--- src/css2d_pkg.sv ---
// shared constants, types and register codes of the cross stencil block
package css2d_pkg;

    localparam int RADIUS_DEF     = 3;
    localparam int MAX_WIDTH_DEF  = 1024;
    localparam int PIXEL_BITS_DEF = 16;

    localparam int CFG_BITS       = 11;
    localparam int CFG_INDEX_BITS = 1;
    localparam int ROW_BITS       = 11;
    localparam int HEIGHT_LIMIT   = 1024;
    localparam int POS_BITS       = 10;
    localparam int SUM_OUT_BITS   = 20;
    localparam int WIDTH_RESET    = 518;
    localparam int HEIGHT_RESET   = 518;

    localparam int QUEUE_DEPTH    = 4;
    localparam int QCNT_BITS      = $clog2(QUEUE_DEPTH + 1);
    localparam int QPTR_BITS      = $clog2(QUEUE_DEPTH);

    typedef enum logic [CFG_INDEX_BITS-1:0] {
        REG_FRAME_WIDTH  = 1'b0,
        REG_FRAME_HEIGHT = 1'b1
    } cfg_reg_t;

    typedef struct packed {
        logic                emit;
        logic                border;
        logic                last;
        logic [POS_BITS-1:0] row;
        logic [POS_BITS-1:0] col;
    } meta_t;

endpackage

--- src/css2d_queue.sv ---
// small fifo between the front and back parts of the stencil block
module css2d_queue #(
    parameter int DATA_BITS = $bits(css2d_pkg::meta_t) + 2 * css2d_pkg::PIXEL_BITS_DEF
                              + $clog2(2 * css2d_pkg::RADIUS_DEF)
) (
    input  logic                            clk,
    input  logic                            rst_n,
    input  logic                            push,
    input  logic [DATA_BITS-1:0]            data_in,
    input  logic                            pop,
    output logic [DATA_BITS-1:0]            data_out,
    output logic                            empty,
    output logic [css2d_pkg::QCNT_BITS-1:0] count
);

    logic [DATA_BITS-1:0]            mem_reg [css2d_pkg::QUEUE_DEPTH];
    logic [css2d_pkg::QPTR_BITS-1:0] wr_ptr_reg;
    logic [css2d_pkg::QPTR_BITS-1:0] rd_ptr_reg;
    logic [css2d_pkg::QCNT_BITS-1:0] count_reg;
    logic [css2d_pkg::QPTR_BITS-1:0] wr_ptr_next;
    logic [css2d_pkg::QPTR_BITS-1:0] rd_ptr_next;

    always_comb
    begin
        if (wr_ptr_reg == css2d_pkg::QPTR_BITS'(css2d_pkg::QUEUE_DEPTH - 1))
        begin
            wr_ptr_next = '0;
        end
        else
        begin
            wr_ptr_next = wr_ptr_reg + css2d_pkg::QPTR_BITS'(1);
        end
        if (rd_ptr_reg == css2d_pkg::QPTR_BITS'(css2d_pkg::QUEUE_DEPTH - 1))
        begin
            rd_ptr_next = '0;
        end
        else
        begin
            rd_ptr_next = rd_ptr_reg + css2d_pkg::QPTR_BITS'(1);
        end
    end

    always_ff @(posedge clk or negedge rst_n)
    begin
        if (!rst_n)
        begin
            wr_ptr_reg <= '0;
            rd_ptr_reg <= '0;
            count_reg  <= '0;
        end
        else
        begin
            if (push)
            begin
                wr_ptr_reg <= wr_ptr_next;
            end
            if (pop)
            begin
                rd_ptr_reg <= rd_ptr_next;
            end
            if (push && !pop)
            begin
                count_reg <= count_reg + css2d_pkg::QCNT_BITS'(1);
            end
            else if (pop && !push)
            begin
                count_reg <= count_reg - css2d_pkg::QCNT_BITS'(1);
            end
        end
    end

    always_ff @(posedge clk)
    begin
        if (push)
        begin
            mem_reg[wr_ptr_reg] <= data_in;
        end
    end

    assign data_out = mem_reg[rd_ptr_reg];
    assign empty    = (count_reg == '0);
    assign count    = count_reg;

endmodule

--- config.mk ---
export PLATFORM = sky130hd
export DESIGN_NAME = css2d_queue
export DESIGN_NICKNAME = d
export VERILOG_FILES = /design/src/css2d_pkg.sv /design/src/css2d_queue.sv
export SDC_FILE = /design/constraint.sdc
export NUM_CORES = 1
export LEC_CHECK = 0
export BUFFER_PORTS_ARGS = -buffer_cell sky130_fd_sc_hd__buf_2
export CAP_MARGIN = 20
export CORE_MARGIN = 8
export CORE_UTILIZATION = 38
export DETAILED_ROUTE_END_ITERATION = 8
export GPL_TIMING_DRIVEN = 0
export SYNTH_ARGS = -nofsm -noshare
export SYNTH_HDL_FRONTEND = slang
export SYNTH_SLANG_ARGS = --single-unit
--- constraint.sdc ---
create_clock -name clk -period 2.3 [get_ports clk]
set_input_delay 0.46 -clock clk [delete_from_list [all_inputs] [get_ports clk]]
set_output_delay 0.46 -clock clk [all_outputs]
set_load 0.005 [all_outputs]
After elaboration in Yosys (flattened, before gate mapping)
Memories as Yosys holds them, arrays and structs flattened.
Index checks and enable logic that the tools add are counted.
Widths: inputs -> output; s select.
{ "op_classes": {"mux": 6, "add_sub_neg": 4, "reduce_logical": 6, "eq_ne": 2} }
{ "op_table": {"columns": ["cell", "n"], "rows": [
  ["$mux 3", 2],
  ["$add 2x1->2 const B", 2],
  ["$eq 2x2->1 const B", 2],
  ["$mux 2", 2],
  ["$add 3x1->3 const B", 1],
  ["$logic_not 3->1", 1],
  ["$sub 3x1->3 const B", 1],
  ["$logic_and 1x1->1", 2],
  ["$logic_not 1->1", 2],
  ["$mux 1", 2],
  ["$reduce_bool 2->1", 1]
]} }
{ "totals": {"inputBits": 62, "mem_count": 1, "out_inout_bits": 62, "mem_bits_rw": 232, "reg_bits": 7} }
{ "memory_table": {"columns": ["name", "words", "word_bits", "rd", "rd_ports_with_merged_regs", "write_ports", "line", "rtl"], "rows": [
  ["mem_reg", 4, 58, 1, 0, 1, "css2d_queue.sv:16", "logic [DATA_BITS-1:0] mem_reg [css2d_pkg::QUEUE_DEPTH];"]
]} }

Depth between registers and ports, before layout
{ "depth": {"word_depth": 4, "depth_mapped": 7, "ltp_nobuf": 7} }

Worst setup path after synthesis
OpenSTA, ideal clock, no wires.
{ "synth_timing": {"path_type": "register to register", "startpoint": "register wr_ptr_reg[0] (netlist name)", "endpoint": "memory mem_reg[0][0] (netlist name) (enable)", "synth_period_minus_slack_ps": 2417, "path_buffers": 0, "required_time_ps": 1878, "setup_ps": 422, "path_slack_ps": -117, "arrival_ps": 1995, "path_stages_with_launch": 4, "cell_sequence": "dfrtp_1 -> inv_1 -> ha_1 -> and2_1"} }
{ "synth_rtl": {"columns": ["item", "line", "rtl"], "rows": [
  ["from (decl)", "css2d_queue.sv:17", "logic [css2d_pkg::QPTR_BITS-1:0] wr_ptr_reg;"],
  ["from (signal assigned)", "css2d_queue.sv:55", "wr_ptr_reg <= wr_ptr_next;"],
  ["to (decl)", "css2d_queue.sv:16", null]
]} }
No word-level cell before the write port.

Final worst setup path
{ "layout_timing": {"startpoint": "register rd_ptr_reg[0] (netlist name)", "endpoint": "output data_out[57]"} }
{ "layout_between": {"elab_chain_len": 1} }
{ "layout_lines": {"columns": ["item", "line", "rtl"], "rows": [
  ["from (decl)", "css2d_queue.sv:18", "logic [css2d_pkg::QPTR_BITS-1:0] rd_ptr_reg;"],
  ["from (signal assigned)", "css2d_queue.sv:59", "rd_ptr_reg <= rd_ptr_next;"],
  ["$mem_v2 4x58", null, null],
  ["to (decl)", "css2d_queue.sv:11", "output logic [DATA_BITS-1:0] data_out,"]
]} }
Every way passes these cells.

==> results.cfg <==
[outcome]
status = complete, but fails checks
violations = setup timing

[run]
drv_cap = 0

[clock_network]
cts.sinks = 239
cts-root-buf = clkbuf_16
cts_tree = yes
cts_buffer_depth = 3
htree_levels = 1
cts_inserted_buffers = 25
worst_skew_pair.late_latency_ns = 0.52
cts.clk_slew.worst_paths_ns = 0.06

[sta]
skew_ns = 0.0135
fin_crit_ns = 2.37
rsz0062_at_grt = yes
hold_ws_ns = 0.159
tns_ns = -1.98
slew-limit-headroom_pct = 67.3
setup_viol = 57
drv_slew = 0
fin_crit_sh_pct = 103
setup_ws_ns = -0.0681
fmax_mhz = 422
worst_pin_slew_ns = 0.490
hold_viol_final = 0

[finish]
nets = 566
fillers = 1963
stdcell_area_mm2 = 0.0108
largest_reg_flops = 232
area_delta_synth_final_pct = 22.6
diodes = 0
final_util_pct = 46.8
finalNonFillerCells = 835
drive_gt1_share_pct = 47.5

[critical_path]
max_stage_delay_ns = 0.54
cp-end-kind = output pin
worst_ep_arrival_time_ns = 1.91
start_kind = register
cp_top_family = multiplexers
crit_top_cell = buf_12
crit_required_ns = 1.84
worstPathCellList = buf_12 > buf_12 > mux4_2 > buf_6
crit_buf_inv = 3
crit_type = register to output pin
critical_path.slowest_cell = mux4_2
crit_path_max_fanout = 10

[routing]
drt-met1-wl_um = 7150
drt_drc_violations_left = 0
wl_um = 17100
drtAntennaViolNets = 0
num_vias = 4016
met2_length_um = 8570
vias_per_cell = 4.81
routedWlPerCell_um = 20.4
first_pass_iters = 4
dr.max_layer_used = met5
met3_wirelength_um = 975
drtIter0Drc = 170

[synthesis]
avgSynthCellArea_um2 = 26.0
synth_area_mm2 = 0.00885
synth_cells = 340
yosys_register_bits = 239
synth_seq_area_share_pct = 80.7
synth.net_count = 409
synthDistinctLibCells = 19
synth_warnings = 0

[grt]
grt-ovfl-total = 0
grt_pass1_vias = 4574
grt_use_total_pct = 12.0
grt_max_degree = 35
grt_pass1_wl_um = 26200
antenna_found_initial = 3

[placed_design]
routabilityCongestion = 0.710
dp.cells = 786
placed_cell_area_mm2 = 0.00995
io_buffers = 123
post-dp-hpwl_um = 10600

[pwr]
static-leakage-power_nw = 3.75
vdd_drop_max_mv = 0.893
p_per_area_mw_per_mm2 = 1230

[die]
core_mm2 = 0.0232
die_w_um = 169
initial_utilization_pct = 38.1
std_cell_rows = 56
die_area_mm2 = 0.0284
dieHeight_um = 169
io_pins = 124

[hold_path]
hold_class = primary input to register
## synthesized netlist by cell type
cell type | instances | area [um^2]
edfxtp_1 | 232 | 6970
mux4_2 | 58 | 1310
dfrtp_1 | 7 | 175
buf_12 | 6 | 120
ha_1 | 6 | 75.1
buf_2 | 5 | 25.0
and2_1 | 4 | 25.0
inv_1 | 4 | 15.0
buf_4 | 2 | 15.0
mux2_2 | 2 | 22.5
nand2_1 | 2 | 7.51
nor2_1 | 2 | 7.51
nor3_1 | 2 | 10.0
o21ai_0 | 2 | 10.0
xor2_1 | 2 | 17.5
a21o_1 | 1 | 7.51
buf_6 | 1 | 11.3
fa_1 | 1 | 20.0
xnor2_1 | 1 | 8.76
## kinds of logic after synthesis
family / Yosys count / share of synthesized area, %
compound gates: 3 / 0.198
xor+xnor: 3 / 0.297
fa+ha+maj: 7 / 1.07
buf+inv: 18 / 2.11
flops: 239 / 80.7
mux: 60 / 15.0
simple gates: 10 / 0.566
## final cells by class
cell class	instances	area [um^2]	area share, %
well taps	319	399	3.68
clock buffers	29	641	5.90
multi-input cells	83	1530	14.1
repair buffers	130	783	7.22
plain buffers	14	200	1.85
inverters	4	15.0	0.138
flip-flops and latches	239	7140	65.8
clock inverters	17	141	1.30
## worst reg2reg max path, delay by kind of cell, from the launching register on
family | cells | cell delay, ns
adder cells (fa/ha/maj) | 1 | 0.16
AND/OR/NAND/NOR | 1 | 0.44
buffers and inverters | 2 | 0.41
flip-flops | 1 | 0.42
## power by group
part	switching (mW)	internal, mW
sequential	0.182	5.58
clock	1.58	2.23
combinational	1.78	1.99
total	3.54	9.80
## metal layers
layer | vias up | track usage [%]
li1 | 1773 | -
met1 | 2100 | 14.8
met2 | 105 | 20.8
met3 | 32 | 3.12
met4 | 6 | 3.42
met5 | - | 0
## per-stage QoR
step,total power [mW],setup WS [ns]
2_1_floorplan,8.01,0.511
3_3_place_gp,9.43,-0.171
3_5_place_dp,9.57,0.263
4_1_cts,13.6,-0.113
5_1_grt,14.0,-0.144
6_report,13.3,-0.0681
## path summary, 6_finish.rpt
kind / from / end / slack, ns / depth (start not counted)
max reg2reg: wr_ptr_reg[0] / mem_reg[2][10] / 0.52 / 4
min in group asynchronous: rst_n / wr_ptr_reg[1] / 0.29 / 2
max in group asynchronous: rst_n / count[1] / 1.84 / 2
max: rd_ptr_reg[0] / data_out[57] / -0.07 / 4
min: data_in[28] / mem_reg[0][28] / 0.16 / 1
min reg2reg: count[2] / count[2] / 0.50 / 1
## layout by cell type, fill, tap and decap left out, types with 6 or more instances in the layout
cell         n
dfrtp_1      7
buf_12      11
mux4_2      58
buf_6       10
buf_2      116
clkbuf_16   25
clkinv_2     8
edfxtp_1   232
ha_1         6
## what timing repair did
| action | CTS | global route |
|---|---|---|
| gates resized for setup | 13 | 5 |
| buffers inserted | 2 | 0 |
| setup endpoints to repair | 58 | 58 |
| hold buffers | 1 | 0 |
| pin swaps | 0 | 0 |
| hold endpoints to repair | 7 | 0 |
No activity file was read; power rests on OpenSTA's default activity.
