[src/css2d_pkg.sv]
// shared constants, types and register codes of the cross stencil block
package css2d_pkg;

    localparam int RADIUS_DEF     = 3;
    localparam int MAX_WIDTH_DEF  = 1024;
    localparam int PIXEL_BITS_DEF = 16;

    localparam int CFG_BITS       = 11;
    localparam int CFG_INDEX_BITS = 1;
    localparam int ROW_BITS       = 11;
    localparam int HEIGHT_LIMIT   = 1024;
    localparam int POS_BITS       = 10;
    localparam int SUM_OUT_BITS   = 20;
    localparam int WIDTH_RESET    = 518;
    localparam int HEIGHT_RESET   = 518;

    localparam int QUEUE_DEPTH    = 4;
    localparam int QCNT_BITS      = $clog2(QUEUE_DEPTH + 1);
    localparam int QPTR_BITS      = $clog2(QUEUE_DEPTH);

    typedef enum logic [CFG_INDEX_BITS-1:0] {
        REG_FRAME_WIDTH  = 1'b0,
        REG_FRAME_HEIGHT = 1'b1
    } cfg_reg_t;

    typedef struct packed {
        logic                emit;
        logic                border;
        logic                last;
        logic [POS_BITS-1:0] row;
        logic [POS_BITS-1:0] col;
    } meta_t;

endpackage

[src/css2d_back.sv]
// back part: horizontal window, final sum and result register
module css2d_back #(
    parameter int RADIUS_TAPS = css2d_pkg::RADIUS_DEF,
    parameter int PIXEL_BITS  = css2d_pkg::PIXEL_BITS_DEF
) (
    input  logic                                   clk,
    input  logic                                   rst_n,
    input  logic                                   q_empty,
    input  logic [$bits(css2d_pkg::meta_t) + 2 * PIXEL_BITS
                  + $clog2(2 * RADIUS_TAPS) - 1:0] q_data,
    output logic                                   q_pop,
    input  logic                                   pop,
    output logic                                   empty,
    output logic signed [css2d_pkg::SUM_OUT_BITS-1:0] stencil_sum,
    output logic [css2d_pkg::POS_BITS-1:0]         out_row,
    output logic [css2d_pkg::POS_BITS-1:0]         out_col,
    output logic                                   is_border,
    output logic                                   frame_last
);

    localparam int WIN_ROWS     = 2 * RADIUS_TAPS + 1;
    localparam int VSUM_BITS    = PIXEL_BITS + $clog2(2 * RADIUS_TAPS);
    localparam int SUM_RAW_BITS = PIXEL_BITS + $clog2(4 * RADIUS_TAPS + 1);
    localparam int ACC_BITS     = (SUM_RAW_BITS > css2d_pkg::SUM_OUT_BITS)
                                  ? SUM_RAW_BITS : css2d_pkg::SUM_OUT_BITS;

    css2d_pkg::meta_t             rec_meta;
    logic signed [PIXEL_BITS-1:0] rec_centre;
    logic signed [VSUM_BITS-1:0]  rec_vsum;

    logic signed [PIXEL_BITS-1:0] cwin_reg [WIN_ROWS];
    logic signed [VSUM_BITS-1:0]  vdly_reg [RADIUS_TAPS + 1];
    logic                         b1_valid_reg;
    css2d_pkg::meta_t             b1_meta_reg;
    logic                         out_valid_reg;
    logic signed [css2d_pkg::SUM_OUT_BITS-1:0] out_sum_reg;
    css2d_pkg::meta_t             out_meta_reg;

    logic                         out_ready;
    logic                         b1_adv;
    logic                         load_out;
    logic signed [ACC_BITS-1:0]   acc;
    logic signed [ACC_BITS-1:0]   result;

    assign {rec_meta, rec_centre, rec_vsum} = q_data;

    assign out_ready = !out_valid_reg || pop;
    assign b1_adv    = !b1_valid_reg || !b1_meta_reg.emit || out_ready;
    assign q_pop     = !q_empty && b1_adv;
    assign load_out  = b1_valid_reg && b1_meta_reg.emit && out_ready;

    always_ff @(posedge clk or negedge rst_n)
    begin
        if (!rst_n)
        begin
            b1_valid_reg  <= 1'b0;
            out_valid_reg <= 1'b0;
        end
        else
        begin
            if (b1_adv)
            begin
                b1_valid_reg <= q_pop;
            end
            if (load_out)
            begin
                out_valid_reg <= 1'b1;
            end
            else if (pop)
            begin
                out_valid_reg <= 1'b0;
            end
        end
    end

    // windows move one place per transaction taken from the queue
    always_ff @(posedge clk)
    begin
        if (q_pop)
        begin
            b1_meta_reg <= rec_meta;
            cwin_reg[0] <= rec_centre;
            vdly_reg[0] <= rec_vsum;
            for (int k = 1; k < WIN_ROWS; k++)
            begin
                cwin_reg[k] <= cwin_reg[k-1];
            end
            for (int k = 1; k <= RADIUS_TAPS; k++)
            begin
                vdly_reg[k] <= vdly_reg[k-1];
            end
        end
        if (load_out)
        begin
            out_sum_reg  <= css2d_pkg::SUM_OUT_BITS'(result);
            out_meta_reg <= b1_meta_reg;
        end
    end

    always_comb
    begin
        acc = ACC_BITS'(vdly_reg[RADIUS_TAPS]);
        for (int k = 0; k < WIN_ROWS; k++)
        begin
            acc = acc + ACC_BITS'(cwin_reg[k]);
        end
        if (b1_meta_reg.border)
        begin
            result = ACC_BITS'(cwin_reg[RADIUS_TAPS]);
        end
        else
        begin
            result = acc;
        end
    end

    assign empty       = !out_valid_reg;
    assign stencil_sum = out_sum_reg;
    assign out_row     = out_meta_reg.row;
    assign out_col     = out_meta_reg.col;
    assign is_border   = out_meta_reg.border;
    assign frame_last  = out_meta_reg.last;

endmodule

[config.mk]
export PLATFORM = sky130hd
export DESIGN_NAME = css2d_back
export DESIGN_NICKNAME = d
export VERILOG_FILES = /design/src/css2d_pkg.sv /design/src/css2d_back.sv
export SDC_FILE = /design/constraint.sdc
export NUM_CORES = 1
export LEC_CHECK = 0
export ABC_AREA = 1
export BUFFER_PORTS_ARGS = -buffer_cell sky130_fd_sc_hd__buf_2
export CAP_MARGIN = 20
export CELL_PAD_IN_SITES_DETAIL_PLACEMENT = 1
export CELL_PAD_IN_SITES_GLOBAL_PLACEMENT = 2
export CORE_ASPECT_RATIO = 0.7
export CORE_MARGIN = 10
export CORE_UTILIZATION = 31
export CTS_CLUSTER_DIAMETER = 60
export CTS_CLUSTER_SIZE = 28
export DETAILED_ROUTE_END_ITERATION = 10
export PLACE_DENSITY_LB_ADDON = 0.1
export SYNTH_ARGS = -nofsm -noshare
export SYNTH_HDL_FRONTEND = slang
export SYNTH_SLANG_ARGS = --single-unit
[constraint.sdc]
create_clock -name clk -period 13.1 [get_ports clk]
set_input_delay 0.655 -clock clk [delete_from_list [all_inputs] [get_ports clk]]
set_output_delay 0.655 -clock clk [all_outputs]
set_load 0.005 [all_outputs]
After elaboration in Yosys (flattened, before gate mapping)
Memories as Yosys holds them, arrays and structs flattened.
Index checks and enable logic that the tools add are counted.
{ "word_totals": {"word_cells": 37, "n_memories": 2, "out_inout_bits": 44, "mem_bits_rw": 188, "regBits": 67} }
{ "memory_table": {"columns": ["memory", "words", "width", "rd", "rd_ports_with_merged_regs", "write_ports", "line", "source"], "rows": [
  ["cwin_reg", 7, 16, 7, 0, 7, "css2d_back.sv:31", "logic signed [PIXEL_BITS-1:0] cwin_reg [WIN_ROWS];"],
  ["vdly_reg", 4, 19, 4, 0, 4, "css2d_back.sv:32", "logic signed [VSUM_BITS-1:0] vdly_reg [RADIUS_TAPS + 1];"]
]} }
{ "op_classes": {"muxes": 5, "reduce_logical": 11, "addsub": 7} }
{ "op_table": {"columns": ["cell", "n"], "rows": [
  ["adder 20 x 16 -> 20 bit", 6],
  ["adder 19 x 16 -> 20 bit", 1],
  ["two-way mux 20 bit", 1],
  ["logical NOT 1 bit", 4],
  ["two-way mux 1 bit", 4],
  ["logical AND 1 bit", 3],
  ["logical OR 1 bit", 3],
  ["nonzero test 2 bit", 1]
]} }

Depth between registers and ports, before layout
{ "depth": {"word_depth": 8, "ltp_mapped": 21, "ltp_nobuf": 21} }

Least setup slack after synthesis
Ideal clock, no wire load.
{ "synth_path": {"kind": "register -> register", "start": "reg b1_valid_reg", "end": "reg b1_meta_reg[0] in the netlist's numbering, enable pin", "setup_time_ps": 913, "synth_period_minus_slack_ps": 12718, "path_buffers": 0, "stages_incl_launch_ff": 2, "arrival_time_ps": 11806, "path_slack_ps": 382, "path_cell_list": "dfrtp_1 > a31oi_1"} }
{ "synth_via": {"elab_chain_cells": 4} }
{ "synth_lines": {"columns": ["element", "line", "source"], "rows": [
  ["from (decl)", "css2d_back.sv:33", "logic b1_valid_reg;"],
  ["from (signal assigned)", "css2d_back.sv:63", "b1_valid_reg <= q_pop;"],
  ["logical NOT 1 bit", "css2d_back.sv:48", "assign b1_adv = !b1_valid_reg || !b1_meta_reg.emit || out_ready;"],
  ["logical OR 1 bit (2 in series)", "css2d_back.sv:48", null],
  ["logical AND 1 bit", "css2d_back.sv:49", "assign q_pop = !q_empty && b1_adv;"],
  ["named net q_pop", "css2d_back.sv:11", "output logic q_pop,"],
  ["to (signal assigned)", "css2d_back.sv:81", "b1_meta_reg <= rec_meta;"],
  ["to (decl)", "css2d_back.sv:34", "css2d_pkg::meta_t b1_meta_reg;"]
]} }
The timed path passes the listed nets, and every way through them passes these cells.
A chain may end at the register's enable or synchronous reset.

==> flow_metrics.env <==
export IMPL_status="finished, final reports clean"
export IMPL_clk_latency_ps=540
export IMPL_clk_pin_slew_ps=90
export IMPL_drt_pass1_iter_count=4
export IMPL_io_buffers=105
export IMPL_critPathTopFamily="adder cells"
export IMPL_start_kind="register"
export IMPL_root_buffer="clkbuf_16"
export IMPL_dp_hpwl_mm=17.39
export IMPL_dpl_cell_count=1365
export IMPL_final_cells=1405
export IMPL_hold_buffers=1
export IMPL_worstPathCellList="inv_1, fa_1, inv_1, fa_1, fa_1, inv_1, fa_1, inv_1, ha_1, inv_1, fa_1, inv_1, nand2_1, o21ai_2, nand2_1, nand2_2, nand2_1, nand2_1, nand2_1, nand3_1, nand2_1"
export IMPL_max_slew_margin=0.3568
export IMPL_ios=106
export IMPL_grt_pass1_wl_mm=37.78
export IMPL_syn_area_um2=11600
export IMPL_dp_slack_ps=8674
export IMPL_synth_top_area_cell="edfxtp_1"
export IMPL_worstPathArrival_ps=4720
export IMPL_finalSetupViolCount=0
export IMPL_end_kind="register"
export IMPL_synth_top_cells_by_area="edfxtp_1 66%, fa_1 18%, inv_1 6.6%"
export IMPL_grt_setup_unrepaired="false"
export IMPL_num_nets_final=1087
export IMPL_post_drt_wl_per_cell_um=16.70
export IMPL_power_leakage_uw=0.005670
export IMPL_max_stage_delay_ps=530
export IMPL_synth_warnings=0
export IMPL_crit_fanout=4
export IMPL_grt_pass1_vias=6607
export IMPL_cts_tree="done"
export IMPL_cp_data_required_time_ps=13380
export IMPL_synth_seq_cells=255
export IMPL_wirelength_mm=23.46
export IMPL_antenna_cells=0
export IMPL_clock_path_buffers=3
export IMPL_critPathKind="reg2reg"
export IMPL_maxSlewViolCount=0
export IMPL_fin_util=0.3659
export IMPL_largest_register_ffs=112
export IMPL_syn_mean_instance_area_um2=15.04
export IMPL_max_cap_violations=0
export IMPL_core_area_um2=37060
export IMPL_die_width_um=251.2
export IMPL_yosysSeqAreaShare=0.6594
export IMPL_synth_fp_nets=956
export IMPL_routabilityCongestion=0.7504
export IMPL_htree_levels=1
export IMPL_fmax_ghz=0.2252
export IMPL_post_cts_resized=0
export IMPL_met1_length_mm=12.00
export IMPL_cts_sinks=255
export IMPL_power_uw=3174
export IMPL_finalHoldViolCount=0
export IMPL_clock_skew_ps=25.26
export IMPL_tns_ps=0
export IMPL_start_util=0.3130
export IMPL_areaGrowthSynthToFinish_pct=16.92
export IMPL_synth_cell_type_count=26
export IMPL_cpMaxStageDelayCell="fa_1"
export IMPL_drc=0
export IMPL_synth_top_area_share=0.6551
export IMPL_cts_made_buffers=22
export IMPL_cts_setup_buffers=0
export IMPL_dieArea_um2=45670
export IMPL_rows=59
export IMPL_grt_max_degree=75
export IMPL_routed_top_layer="met4"
export IMPL_vias=5908
export IMPL_finalCritPeriodShare=0.3390
export IMPL_via_per_inst=4.205
export IMPL_wl_met2_mm=9.940
export IMPL_syn_inst=771
export IMPL_die_h_um=181.8
export IMPL_grt_overflow=0
export IMPL_drt_iter0_drc=310
export IMPL_worst_slack_ps=8659
export IMPL_grt_total_usage=0.1044
export IMPL_hold_path_class="in2reg"
export IMPL_worst_pin_slew_ps=964.7
export IMPL_detail_route_antenna_nets=0
export IMPL_power_density_nw_per_um2=234.1
export IMPL_layout_drive_gt1_share=0.1712
export IMPL_antenna_found_initial=0
export IMPL_cp_buffers_inverters=6
export IMPL_ir_worst_vdd_mv=0.08574
export IMPL_wl_met3_mm=1.008
export IMPL_min_period_ps=4441
[layer usage]
layer | GRT usage | vias up
met4 | 0.02418 | 0
li1 | - | 2752
met5 | 0 | -
met2 | 0.1522 | 102
met1 | 0.1531 | 3022
met3 | 0.02511 | 32
[cells in the mapped netlist, drive strengths merged]
| library cell | count |
|---|---|
| fa | 103 |
| and2 | 2 |
| nand3b | 5 |
| clkbuf | 2 |
| o22ai | 1 |
| buf | 1 |
| xnor2 | 4 |
| dfrtp | 2 |
| inv | 204 |
| nand4 | 1 |
| xor2 | 2 |
| nor2 | 19 |
| ha | 20 |
| nand2 | 90 |
| nand3 | 21 |
| nor3 | 3 |
| a21oi | 15 |
| edfxtp | 253 |
| a31oi | 1 |
| o21ai | 22 |
[metrics by stage]
step	hold WS, ps	instance area, um2
after global routing	242.6	13560
after global placement	400.1	12770
after floorplan	359.4	11600
after detailed placement	405.2	12770
after CTS	241.7	13560
final	279.7	13560
[kinds of logic (layout without fill, tap and decap cells)]
family / Yosys count / count (layout) / share of synthesized area
AO/OA/AOI/OAI: 39 / 39 / 0.01802
XOR/XNOR: 6 / 6 / 0.004531
adder cells (fa/ha/maj): 123 / 123 / 0.1994
buffers and inverters: 207 / 353 / 0.06710
flip-flops: 255 / 255 / 0.6594
AND/OR/NAND/NOR: 141 / 141 / 0.05157
[report_power, final]
group	switching, uW	leakage (uW)	internal [uW]
Combinational	910	0.00282	537
Clock	346	0.000376	347
Sequential	32.7	0.00247	1000
Total	1290	0.00567	1880
[cells in the final DEF (no fill, tap or decap), types with 5 or more instances in the layout]
master,n
ha_1,20
nor2_1,18
fa_1,103
o21ai_0,17
edfxtp_1,253
inv_6,5
inv_1,203
buf_2,105
clkbuf_16,23
nand2_1,87
nand3_1,20
nand3b_1,5
a21oi_1,13
[worst paths after layout]
path	from	endpoint	cells after the start	slack, ps
max	cwin_reg[0][2]$_DFFE_PP_	stencil_sum[14]$_DFFE_PP_	21	8660
min	q_data[9]	vdly_reg[0][9]$_DFFE_PP_	1	280
max reg2reg	cwin_reg[0][2]$_DFFE_PP_	stencil_sum[14]$_DFFE_PP_	21	8660
min reg2reg	vdly_reg[1][12]$_DFFE_PP_	vdly_reg[2][12]$_DFFE_PP_	0	410
max in group asynchronous	rst_n	out_valid_reg$_DFFE_PN0P_	2	12580
min in group asynchronous	rst_n	b1_valid_reg$_DFFE_PN0N_	2	430
[cell type report]
type,instances,area [um2]
sequential,255,7647
timing repair buffer,110,565.5
multi-input combinational,309,3194
fill,3880,23500
tap,488,610.6
clock inverter,16,200.2
inverter,204,765.7
clock buffer,23,575.6
Power figures use the tool's default switching activity.
